==> src/rtl/ibm_dma_pkg.sv <==
// ibm_dma_pkg: constants, codes and result type for the bus-master ide dma controller
// no dependencies
package ibm_dma_pkg;

  localparam int unsigned NumChannels = 2;
  localparam int unsigned MaxTransfer = 65536;

  typedef enum logic [2:0] {
    KIND_REG_WRITE = 3'd0,
    KIND_REG_READ  = 3'd1,
    KIND_DESC      = 3'd2,
    KIND_REQUEST   = 3'd3,
    KIND_IRQ       = 3'd4
  } in_kind_e;

  typedef enum logic [2:0] {
    RES_READ     = 3'd0,
    RES_SEGMENT  = 3'd1,
    RES_FETCH    = 3'd2,
    RES_REFUSED  = 3'd3,
    RES_DONE     = 3'd4,
    RES_UNDERRUN = 3'd5
  } res_kind_e;

  localparam logic [2:0] OffCommand = 3'd0;
  localparam logic [2:0] OffStatus  = 3'd2;

  typedef struct packed {
    logic [2:0]  kind;
    logic [7:0]  read_byte;
    logic [31:0] mem_address;
    logic [16:0] segment_length;
    logic [16:0] buffer_offset;
    logic        segment_to_memory;
    logic        channel;
  } result_t;

  typedef struct packed {
    logic [2:0]  kind;
    logic        channel;
    logic [2:0]  reg_offset;
    logic [7:0]  write_byte;
    logic [31:0] desc_address_word;
    logic [31:0] desc_count_word;
    logic [16:0] transfer_bytes;
    logic        to_memory;
  } item_t;

endpackage

==> src/rtl/ide_bus_master_dma_controller_top.sv <==
// top level of the two-channel bus-master ide dma controller
// depends on ibm_dma_pkg, ibm_dma_core, ibm_dma_outq
// each item is registered, processed in one combinational pass against the
// channel registers, and its zero to three results go to a small result buffer.
// the registered item is processed once the results before it have left the
// buffer, and a new item is taken into the input register in that same cycle,
// so results stream back to back at one per cycle while the receiver takes
// them. the memory size register may be written at any time the block is
// idle.
module ide_bus_master_dma_controller_top import ibm_dma_pkg::*; (
  input  logic        clk_i,
  input  logic        rst_ni,
  input  logic        in_valid_i,
  output logic        in_ready_o,
  input  logic [2:0]  kind_i,
  input  logic        channel_i,
  input  logic [2:0]  reg_offset_i,
  input  logic [7:0]  write_byte_i,
  input  logic [31:0] desc_address_word_i,
  input  logic [31:0] desc_count_word_i,
  input  logic [16:0] transfer_bytes_i,
  input  logic        to_memory_i,
  input  logic        cfg_valid_i,
  output logic        cfg_ready_o,
  input  logic [22:0] cfg_data_i,
  output logic        out_valid_o,
  input  logic        out_ready_i,
  output logic [2:0]  result_kind_o,
  output logic [7:0]  read_byte_o,
  output logic [31:0] mem_address_o,
  output logic [16:0] segment_length_o,
  output logic [16:0] buffer_offset_o,
  output logic        segment_to_memory_o,
  output logic        result_channel_o,
  output logic        last_o
);

  item_t         item_q;
  logic          full_q;
  logic [22:0]   mem_kb_q;
  logic          go, empty;
  result_t [2:0] res;
  logic [1:0]    n_res;
  result_t       r;

  // input register: one item waits here until the result buffer drains
  assign go         = full_q && empty;
  assign in_ready_o = !full_q || go;
  assign cfg_ready_o = 1'b1;

  always_ff @(posedge clk_i or negedge rst_ni) begin
    if (!rst_ni) begin
      full_q   <= 1'b0;
      mem_kb_q <= 23'd16384;
    end else begin
      if (in_ready_o) full_q <= in_valid_i;
      if (cfg_valid_i) mem_kb_q <= cfg_data_i;
    end
  end

  always_ff @(posedge clk_i) begin
    if (in_valid_i && in_ready_o) begin
      item_q <= '{kind_i, channel_i, reg_offset_i, write_byte_i, desc_address_word_i,
                  desc_count_word_i, transfer_bytes_i, to_memory_i};
    end
  end

  ibm_dma_core u_core (
    .clk_i, .rst_ni, .go_i(go), .item_i(item_q), .mem_kb_i(mem_kb_q),
    .res_o(res), .n_res_o(n_res)
  );

  ibm_dma_outq u_outq (
    .clk_i, .rst_ni, .load_i(go), .res_i(res), .n_res_i(n_res), .empty_o(empty),
    .valid_o(out_valid_o), .ready_i(out_ready_i), .res_o(r), .last_o(last_o)
  );

  assign result_kind_o       = r.kind;
  assign read_byte_o         = r.read_byte;
  assign mem_address_o       = r.mem_address;
  assign segment_length_o    = r.segment_length;
  assign buffer_offset_o     = r.buffer_offset;
  assign segment_to_memory_o = r.segment_to_memory;
  assign result_channel_o    = r.channel;

`ifndef NO_ASSERTIONS
  // the core never fires while results of the previous item remain
  a_no_overwrite: assert property (@(posedge clk_i) disable iff (!rst_ni)
    go |-> empty) else $error("core fired over pending results");
  // a held result stays put under back-pressure
  a_hold: assert property (@(posedge clk_i) disable iff (!rst_ni)
    out_valid_o && !out_ready_i |=> out_valid_o && $stable(result_kind_o))
    else $error("result changed while stalled");
  // a segment is never longer than the maximum transfer
  a_seg_len: assert property (@(posedge clk_i) disable iff (!rst_ni)
    out_valid_o |-> segment_length_o <= 17'(MaxTransfer))
    else $error("segment too long");
`endif

endmodule

==> src/rtl/ibm_dma_core.sv <==
// ibm_dma_core: per-channel register file and one-pass item processing
// depends on ibm_dma_pkg
module ibm_dma_core import ibm_dma_pkg::*; (
  input  logic          clk_i,
  input  logic          rst_ni,
  input  logic          go_i,
  input  item_t         item_i,
  input  logic [22:0]   mem_kb_i,
  output result_t [2:0] res_o,
  output logic [1:0]    n_res_o
);

  logic [7:0]  cmd_q [NumChannels], cmd_d [NumChannels];
  logic [7:0]  sts_q [NumChannels], sts_d [NumChannels];
  logic [31:0] base_q [NumChannels], base_d [NumChannels];
  logic [31:0] cur_q [NumChannels], cur_d [NumChannels];
  logic [31:0] saddr_q [NumChannels], saddr_d [NumChannels];
  logic [16:0] scnt_q [NumChannels], scnt_d [NumChannels];
  logic        sfin_q [NumChannels], sfin_d [NumChannels];
  logic [16:0] prem_q [NumChannels], prem_d [NumChannels];
  logic [16:0] poff_q [NumChannels], poff_d [NumChannels];
  logic        pdir_q [NumChannels], pdir_d [NumChannels];

  always_ff @(posedge clk_i or negedge rst_ni) begin
    if (!rst_ni) begin
      for (int i = 0; i < NumChannels; i++) begin
        cmd_q[i] <= '0; sts_q[i] <= '0; base_q[i] <= '0; cur_q[i] <= '0;
        saddr_q[i] <= '0; scnt_q[i] <= '0; sfin_q[i] <= 1'b0;
        prem_q[i] <= '0; poff_q[i] <= '0; pdir_q[i] <= 1'b0;
      end
    end else if (go_i) begin
      for (int i = 0; i < NumChannels; i++) begin
        cmd_q[i] <= cmd_d[i]; sts_q[i] <= sts_d[i]; base_q[i] <= base_d[i];
        cur_q[i] <= cur_d[i]; saddr_q[i] <= saddr_d[i]; scnt_q[i] <= scnt_d[i];
        sfin_q[i] <= sfin_d[i]; prem_q[i] <= prem_d[i]; poff_q[i] <= poff_d[i];
        pdir_q[i] <= pdir_d[i];
      end
    end
  end

  logic        c;
  logic [4:0]  sh;
  logic [16:0] rem, cnt, chunk, dcnt, bytes;
  logic [33:0] mem, aend;
  logic [31:0] addr;
  logic [16:0] len;
  logic        do_adv;
  logic [7:0]  rb;

  always_comb begin
    c = item_i.channel;
    for (int i = 0; i < NumChannels; i++) begin
      cmd_d[i] = cmd_q[i]; sts_d[i] = sts_q[i]; base_d[i] = base_q[i];
      cur_d[i] = cur_q[i]; saddr_d[i] = saddr_q[i]; scnt_d[i] = scnt_q[i];
      sfin_d[i] = sfin_q[i]; prem_d[i] = prem_q[i]; poff_d[i] = poff_q[i];
      pdir_d[i] = pdir_q[i];
    end
    res_o = '0;
    n_res_o = 2'd0;
    do_adv = 1'b0;
    sh = {item_i.reg_offset[1:0], 3'b000};
    rb = 8'hff;
    dcnt = {1'b0, item_i.desc_count_word[15:1], 1'b0};
    if (dcnt == 17'd0) dcnt = 17'h10000;
    bytes = (item_i.transfer_bytes > 17'(MaxTransfer)) ? 17'(MaxTransfer)
                                                       : item_i.transfer_bytes;
    unique case (item_i.kind)
      KIND_REG_WRITE: begin
        if (item_i.reg_offset == OffCommand) begin
          if (item_i.write_byte[0] && !cmd_q[c][0]) begin
            scnt_d[c] = '0; sfin_d[c] = 1'b0; prem_d[c] = '0; poff_d[c] = '0;
            sts_d[c][0] = 1'b1;
            res_o[0].kind = RES_FETCH;
            res_o[0].mem_address = base_q[c];
            res_o[0].channel = c;
            n_res_o = 2'd1;
            cur_d[c] = base_q[c] + 32'd8;
          end
          if (!item_i.write_byte[0] && cmd_q[c][0]) begin
            sts_d[c][0] = 1'b0; prem_d[c] = '0; poff_d[c] = '0;
          end
          cmd_d[c] = item_i.write_byte;
        end else if (item_i.reg_offset == OffStatus) begin
          sts_d[c] = (item_i.write_byte & 8'h60) | (sts_q[c] & ~item_i.write_byte & 8'h06)
                     | (sts_q[c] & 8'h01);
        end else if (item_i.reg_offset[2]) begin
          base_d[c] = (base_q[c] & ~(32'hff << sh)) | (32'(item_i.write_byte) << sh);
        end
      end
      KIND_REG_READ: begin
        if (item_i.reg_offset == OffCommand) rb = cmd_q[c];
        else if (item_i.reg_offset == OffStatus) rb = sts_q[c];
        else if (item_i.reg_offset[2]) rb = 8'(base_q[c] >> sh);
        res_o[0].kind = RES_READ;
        res_o[0].read_byte = rb;
        res_o[0].channel = c;
        n_res_o = 2'd1;
      end
      KIND_DESC: begin
        saddr_d[c] = {item_i.desc_address_word[31:1], 1'b0};
        scnt_d[c] = dcnt;
        sfin_d[c] = item_i.desc_count_word[31];
        do_adv = 1'b1;
      end
      KIND_REQUEST: begin
        if (!sts_q[c][0]) begin
          res_o[0].kind = RES_REFUSED;
          res_o[0].channel = c;
          n_res_o = 2'd1;
        end else begin
          prem_d[c] = bytes; poff_d[c] = '0; pdir_d[c] = item_i.to_memory;
          if (bytes == 17'd0) begin
            res_o[0].kind = RES_DONE;
            res_o[0].channel = c;
            n_res_o = 2'd1;
          end else do_adv = 1'b1;
        end
      end
      KIND_IRQ: sts_d[c][2] = 1'b1;
      default: ;
    endcase

    // advance over the updated channel state
    rem = prem_d[c];
    cnt = scnt_d[c];
    addr = saddr_d[c];
    chunk = (cnt < rem) ? cnt : rem;
    mem = {1'b0, mem_kb_i, 10'd0};
    aend = {2'b00, addr} + {17'd0, chunk};
    if ({2'b00, addr} >= mem) len = '0;
    else if (aend > mem) len = 17'(mem - {2'b00, addr});
    else len = chunk;
    if (do_adv && rem != 0 && cnt != 0 && sts_d[c][0]) begin
      if (sfin_d[c] && cnt < rem) begin
        res_o[0].kind = RES_UNDERRUN;
        res_o[0].channel = c;
        n_res_o = 2'd1;
        sts_d[c] = (sts_d[c] & 8'hfe) | 8'h02;
        prem_d[c] = '0; poff_d[c] = '0;
      end else begin
        res_o[0].kind = RES_SEGMENT;
        res_o[0].mem_address = addr;
        res_o[0].segment_length = len;
        res_o[0].buffer_offset = poff_d[c];
        res_o[0].segment_to_memory = pdir_d[c];
        res_o[0].channel = c;
        n_res_o = 2'd1;
        saddr_d[c] = addr + 32'(chunk);
        scnt_d[c] = cnt - chunk;
        prem_d[c] = rem - chunk;
        poff_d[c] = poff_d[c] + chunk;
        if (cnt == chunk) begin
          if (sfin_d[c]) sts_d[c][0] = 1'b0;
          else begin
            res_o[1].kind = RES_FETCH;
            res_o[1].mem_address = cur_q[c];
            res_o[1].channel = c;
            n_res_o = 2'd2;
            cur_d[c] = cur_q[c] + 32'd8;
          end
        end
        if (rem == chunk) begin
          poff_d[c] = '0;
          res_o[n_res_o].kind = RES_DONE;
          res_o[n_res_o].channel = c;
          n_res_o = n_res_o + 2'd1;
        end
      end
    end
  end

endmodule

==> src/rtl/ibm_dma_outq.sv <==
// ibm_dma_outq: holds up to three results of one item and hands them out in order
// depends on ibm_dma_pkg
module ibm_dma_outq import ibm_dma_pkg::*; (
  input  logic          clk_i,
  input  logic          rst_ni,
  input  logic          load_i,
  input  result_t [2:0] res_i,
  input  logic [1:0]    n_res_i,
  output logic          empty_o,
  output logic          valid_o,
  input  logic          ready_i,
  output result_t       res_o,
  output logic          last_o
);

  result_t [2:0] buf_q;
  logic [1:0]    cnt_q, idx_q;
  logic          pop;

  assign valid_o = cnt_q != 2'd0;
  assign pop     = valid_o && ready_i;
  assign last_o  = (idx_q + 2'd1) == cnt_q;
  assign empty_o = !valid_o || (pop && last_o);
  assign res_o   = buf_q[idx_q];

  always_ff @(posedge clk_i or negedge rst_ni) begin
    if (!rst_ni) begin
      cnt_q <= '0;
      idx_q <= '0;
    end else if (load_i) begin
      cnt_q <= n_res_i;
      idx_q <= '0;
    end else if (pop) begin
      if (last_o) begin
        cnt_q <= '0;
        idx_q <= '0;
      end else idx_q <= idx_q + 2'd1;
    end
  end

  always_ff @(posedge clk_i) begin
    if (load_i) buf_q <= res_i;
  end

endmodule

==> config.mk <==
export PLATFORM = sky130hd
export DESIGN_NAME = ide_bus_master_dma_controller_top
export DESIGN_NICKNAME = d
export VERILOG_FILES = /design/src/rtl/ibm_dma_pkg.sv /design/src/rtl/ide_bus_master_dma_controller_top.sv /design/src/rtl/ibm_dma_core.sv /design/src/rtl/ibm_dma_outq.sv
export SDC_FILE = /design/constraint.sdc
export NUM_CORES = 2
export LEC_CHECK = 0
export ABC_CLOCK_PERIOD_IN_PS = 11900
export BUFFER_PORTS_ARGS = -buffer_cell sky130_fd_sc_hd__clkbuf_2
export CORE_MARGIN = 1.5
export CORE_UTILIZATION = 60
export CTS_CLUSTER_DIAMETER = 50
export DETAILED_ROUTE_END_ITERATION = 16
export PLACE_DENSITY = 0.77
export SYNTH_ARGS = -nofsm -noshare
export SYNTH_HDL_FRONTEND = slang
export SYNTH_SLANG_ARGS = --single-unit
==> constraint.sdc <==
create_clock -name clk_i -period 11.9 [get_ports clk_i]
set_clock_uncertainty 0.05 [all_clocks]
set_input_delay 3.57 -clock clk_i [delete_from_list [all_inputs] [get_ports clk_i]]
set_output_delay 3.57 -clock clk_i [all_outputs]
set_load 0.02 [all_outputs]
Yosys cells after proc, flatten, opt, wreduce, memory -nomap -nowiden
Index checks and enable logic that the tools add are counted.

Bitwise operators: 28. Reductions and logical operators: 32. $add $sub $neg: 10. Mux-type cells: 178. $mul: 0. Equal/unequal tests: 8. Divide/modulo/power cells: 0. Order comparisons: 9. Shifts and indexed selects: 3.

Operators by type and width (number): 34-bit 2-to-1 mux (21); 64-bit 2-to-1 mux (10); 32-bit 2-to-1 mux (17); 237-bit bitwise mux (2); 64-bit bitwise mux (5); 79-bit demux with 2-bit select (2); 34-bit AND (8); 17-bit 2-to-1 mux (15); 79-bit 2-to-1 mux (3); 34-bit one-hot mux with 2 select lines (3); 34-bit bitwise mux (5); 16-bit 2-to-1 mux (10); 79-bit binary-select mux with 2-bit select (1); 158-bit 2-to-1 mux (1); 8-bit 2-to-1 mux (14); 75-bit 2-to-1 mux (1); 32-bit by 4-bit adder with 32-bit output, second input constant (2); 17-bit subtractor (3); 16-bit bitwise mux (3); 2-bit 2-to-1 mux (21); 17-bit == test (2); 34-bit inverter (1); 17-bit nonzero test (2); 32-bit by 17-bit adder with 33-bit output (1); 57 further kinds (115).

Memories kept: 0. Bits in writable memories: 0. Logic and storage cells: 321. Memory bits (read-only): 0. Output and inout port bits: 83. Input bits: 125. Bits in latches: 0. Register bits after elaboration: 692.

Longest topological paths before layout
Depth in word-level cells: 32. Mapped depth: 49. Gate-level depth less buffers: 38.

Hierarchy
A second synthesis with hierarchy kept.

Cell total of the unflattened synthesis: 3914. Area, all modules: 39532.9 um2.

Modules (own cells, without submodules): ibm_dma_core (seq. area each 8257.9 um2, times used 1, area each 26550.5 um2, cells each 3225); ibm_dma_outq (seq. area each 7216.9 um2, times used 1, area each 9150.0 um2, cells each 537); ide_bus_master_dma_controller_top (seq. area each 3514.6 um2, times used 1, area each 3832.4 um2, cells each 152).

Worst setup path after synthesis
No wires, ideal clock.

Path type: reg2reg. From: register item_q[94] in the netlist's numbering. To: register u_outq.buf_q[31] in the netlist's numbering (data pin). Cell stages (with the launch flop): 42. Setup slack: 2.544 ns. Library setup time: 0.266 ns. Buffers on the path: 13. Clock period less this slack: 9.356 ns. Required time: 11.584 ns. Data arrival time: 9.040 ns. Path through: edfxtp_1 buf_4 nor3b_2 buf_4 buf_4 buf_2 buf_4 clkbuf_1 clkbuf_1 buf_1 a22oi_1 nand2_1 ha_1 a21oi_1 nand2_1 a21oi_1 nand4_1 nor2_2 (+6 left out) o211a_1 o31a_1 o31ai_4 buf_2 nor2_1 xnor2_1 ha_1 nand4_1 nor2_1 nand2_1 or3_1 nor4b_1 nor4b_1 a41o_1 buf_4 buf_12 mux2i_1 nor2_1.

Word-level cells in the longest chain between the ends: 15. Elaborated cells on any way between the ends: 52. Classes of those cells: 2 x add/sub; 3 x order compare; 5 x eq/ne; 33 x mux; 1 x bitwise; 8 x reduce/logical.

RTL lines: start, declared (RTL line ide_bus_master_dma_controller_top.sv:38) `item_t item_q;`; start signal, assigned (RTL line ide_bus_master_dma_controller_top.sv:63) `item_q <= '{kind_i, channel_i, reg_offset_i, write_byte_i, desc_address_word_i,`; parallel branches: the longest is 15 deep, another holds 32-bit by 17-bit adder with 33-bit output; end signal, assigned (RTL line ibm_dma_outq.sv:42) `if (load_i) buf_q <= res_i;`; end, declared (RTL line ibm_dma_outq.sv:16) `result_t [2:0] buf_q;`.

Several ways; the timed one is not identified. The select of a mux whose other input is x is not followed. A chain may end at the register's enable or synchronous reset.

Final worst setup path
From: register item_q[91] in the netlist's numbering. To: register u_outq.buf_q[19] in the netlist's numbering (data pin).

Word-level cells in the longest chain between the ends: 16. Elaborated cells on any way between the ends: 48. Classes of those cells: 1 x add/sub; 2 x order compare; 3 x eq/ne; 33 x mux; 1 x bitwise; 8 x reduce/logical.

RTL lines: parallel branches: the longest is 16 deep, another holds 32-bit by 17-bit adder with 33-bit output.

Several ways; the timed one is not identified. The select of a mux whose other input is x is not followed.

==> run_results.csv <==
group,metric,value,unit
status,status,"complete, no violations",
critical_path,critPathSlowestCell,"edfxtp_1",
critical_path,crit_fanout,29,
job,cap_violations,0,
clocking,numCtsBuffers,70,
die,fp.dieH,240,um
global_route,grt_usage,0.376,
clocking,tritoncts,"yes",
die,die_x,240,um
power,p_int,5.83,mW
sta,finalCritPeriodShare,0.924,
worst_hold_path,holdPathEnd,"u_core.poff_q[3]",
routing,postRouteAntennaNets,0,
die,ios,208,
power,swShare,0.459,
power,combPwrFrac,0.531,
clocking,ctsRootBufferMaster,"clkbuf_16",
clocking,post-cts-setup-buffers,0,
global_route,grt_max_degree,157,
clocking,clkSlewWorstSetupHoldPaths,60,ps
critical_path,r2r_slack,900,ps
logic_synthesis,yosysTopAreaCellShare,0.265,
clocking,ctsHoldBuffers,0,
sta,worstMarginPinSlew,1320,ps
logic_synthesis,synth_top_flop_cell,"dfrtp_1",
layout,final_nets,3990,
logic_synthesis,synthTopCellsByArea,"dfrtp_1 26%, edfxtp_1 17%, mux2i_1 4.7%",
logic_synthesis,async_flop_share,0.646,
layout,num_antenna_cells,0,
layout,drive_above_1_share,0.135,
clocking,cts_resized,0,
die,start_util,0.609,
die,core,55400,um2
logic_synthesis,synth_edf_count,196,
sta,finalSetupViolCount,0,
routing,via_per_inst,6.61,
worst_hold_path,hold_start,"u_core.poff_q[3]",
routing,dr.pass1.iters,9,
routing,wl_per_cell,23.9,um
global_route,grt_pass1_wl,165000,um
clocking,clk_latency,620,ps
global_route,grt_overflow_total,0,
clocking,ctsHtreeMaxLevel,3,
power,leakagePower,16.4,nW
sta,final.setup.tns,0,ps
worst_hold_path,hold_class,"flip-flop to flip-flop",
sta,final-max-slew-violation-count,0,
global_route,antenna_found_initial,2,
logic_synthesis,syn-num-nets,3854,
global_route,first_global_vias,28200,
routing,dr_total_vias,30100,
die,die_area,57700,um2
logic_synthesis,syn_inst,3602,
power,totalPowerFinal,10.8,mW
clocking,cts_num_sinks,554,
critical_path,crit_top_cell,"nand2_1",
clocking,clockBufferDepth,3,
critical_path,slowest_delay,720,ps
sta,finalHoldViolCount,0,
routing,wirelength,108000,um
sta,slew_headroom,0.114,
sta,hold_slack,429,ps
routing,drt_iter0_drc,4089,
power,vdd_drop_max,0.167,mV
logic_synthesis,yosysWarnings,0,
critical_path,cp-end-kind,"flip-flop",
sta,rsz0062_at_grt,"no",
die,rows,86,
critical_path,r2r_start,"item_q[91]",
power,p_seq_frac,0.269,
logic_synthesis,yosys.area.top_type,"dfrtp_1",
worst_hold_path,min_path_cells,2,
logic_synthesis,ys_ff_latch,554,
logic_synthesis,avgSynthCellArea,9.38,um2
logic_synthesis,synth-seq-area-share,0.440,
place,gp_congestion,0.982,
power,cellPowerDensity,285,nW/um2
place,io_buffers,189,
logic_synthesis,synth_cell_type_count,103,
power,p_sw,4.94,mW
place,hpwlAfterDp,74200,um
logic_synthesis,netlist_area,33800,um2
sta,max_freq,90.9,MHz
critical_path,crit_path_start_kind,"flip-flop",
critical_path,worstRegToRegCells,36,
critical_path,crit_type,"flip-flop to flip-flop",
power,pwr-share-clk,0.200,
critical_path,worstPathArrival,11310,ps
sta,fin_crit,11000,ps
critical_path,regToRegEndpoint,"u_outq.buf_q[19]",
layout,fill_cells,4311,
layout,syn_to_final_growth,12.1,%
critical_path,required,12210,ps
routing,remaining_drc_errors,0,
-- cells in the mapped netlist (22+ instances only) --
library cell and number:
a22o_1 81, and2_1 63, or3_1 30, dfrtp_1 357, a221o_1 23, buf_1 22, a21o_1 39, nor3_1 59
nand2_1 373, nor4_1 30, nor2b_1 49, edfxtp_1 196, o22ai_1 107, buf_2 34, a31oi_1 26, mux2i_1 158
inv_1 146, a22oi_1 48, xor2_1 37, clkbuf_1 145, xnor2_1 108, ha_1 123, nor2_1 355, nand3_1 60
mux2_2 49, o21ai_0 280, nand4_1 32, nand2b_1 25, a21oi_1 219
-- final cells by class --
cell class,count,area (um2),area share
inverter,148,563,0.0149
clock buffer,89,1910,0.0504
multi-input combinational,2687,17500,0.463
sequential,554,14800,0.392
clock inverter,41,432,0.0114
tap,748,936,0.0247
timing repair buffer,277,1640,0.0434
-- worst max-delay path: cells and delay by family (launching register included) --
kind / cells / cell delay, ps
muxes: 1 / 260
adders and majority gates: 3 / 1020
xor gates and xnor gates: 1 / 230
DFF: 1 / 720
and+or+nand+nor: 18 / 4550
AOI/OAI and AO/OA: 9 / 3030
buffers and inverters: 4 / 860
-- flip-flops by register name (all words and copies together) (netlist names) --
register / flops
u_core.saddr_q: 64
u_core.cmd_q: 16
u_core.base_q: 64
u_core.scnt_q: 34
u_core.sfin_q: 2
full_q: 1
u_outq.idx_q: 2
u_outq.buf_q: 116
u_core.cur_q: 64
item_q: 80
mem_kb_q: 23
u_core.pdir_q: 2
u_core.sts_q: 16
u_core.poff_q: 34
u_core.prem_q: 34
u_outq.cnt_q: 2
-- through the flow --
stage	std cells	cell area, um2	utilization	worst slack [ps]
final	4544	37900	0.683	901
after floorplan	3602	33800	-	2540
after global placement	4414	35500	0.641	1330
after detailed placement	4414	35500	0.641	1300
after CTS	4544	37900	0.683	1220
after global routing	4544	37900	0.683	294
-- layer usage --
layer | wire (um) | share of wire | vias up | track usage
li1 | - | - | 13500 | -
met1 | 43500 | 0.40 | 14300 | 0.517
met2 | 45600 | 0.42 | 1895 | 0.540
met3 | 12900 | 0.12 | 379 | 0.103
met4 | 6200 | 0.057 | 6 | 0.196
met5 | 129 | 0.0012 | - | 0.0130
-- cell families (layout without fill, tap and decap cells) --
logic type | count (synthesis) | count (layout) | synth area share
AOI/OAI and AO/OA | 1033 | 1033 | 0.201
xor gates and xnor gates | 145 | 145 | 0.0376
adders and majority gates | 135 | 135 | 0.0504
buffers and inverters | 361 | 555 | 0.0432
DFF | 554 | 554 | 0.440
muxes | 215 | 215 | 0.0685
other | 1 | 1 | 0.000111
and+or+nand+nor | 1158 | 1158 | 0.160
-- power groups by stage --
stage | logic [mW] | registers, mW | clock network (mW)
final | 5.72 | 2.90 | 2.15
after global placement | 5.44 | 2.89 | 0
after CTS | 5.55 | 2.88 | 2.17
after global routing | 6.16 | 2.94 | 2.25
after floorplan | 3.94 | 2.79 | 0
after detailed placement | 5.51 | 2.90 | 0
-- placed cells by master (no fill, tap or decap), drive strengths merged, types with 26 or more instances in the layout --
cell      n
nand2   373
dfrtp   357
nor2    357
o21ai   285
clkbuf  277
a21oi   224
edfxtp  196
inv     161
mux2i   158
ha      123
xnor2   108
o22ai   108
buf      89
a22o     81
and2     63
nand3    60
nor3     60
nor2b    49
mux2     49
a22oi    49
a21o     39
xor2     37
nand4    32
nor4     32
or3      30
a31oi    26
-- worst max-delay path by stage --
stage                     startpoint                to  slack [ps]  depth (start not counted)
after floorplan           item_q[94]  u_outq.buf_q[31]        2540                         41
after global placement    item_q[91]  u_outq.buf_q[20]        1330                         33
after detailed placement  item_q[91]  u_outq.buf_q[35]        1300                         36
after CTS                 item_q[91]  u_outq.buf_q[19]        1220                         36
after global routing      item_q[91]  u_outq.buf_q[30]         290                         36
final                     item_q[91]  u_outq.buf_q[19]         900                         36
Power figures use the tool's default switching activity.
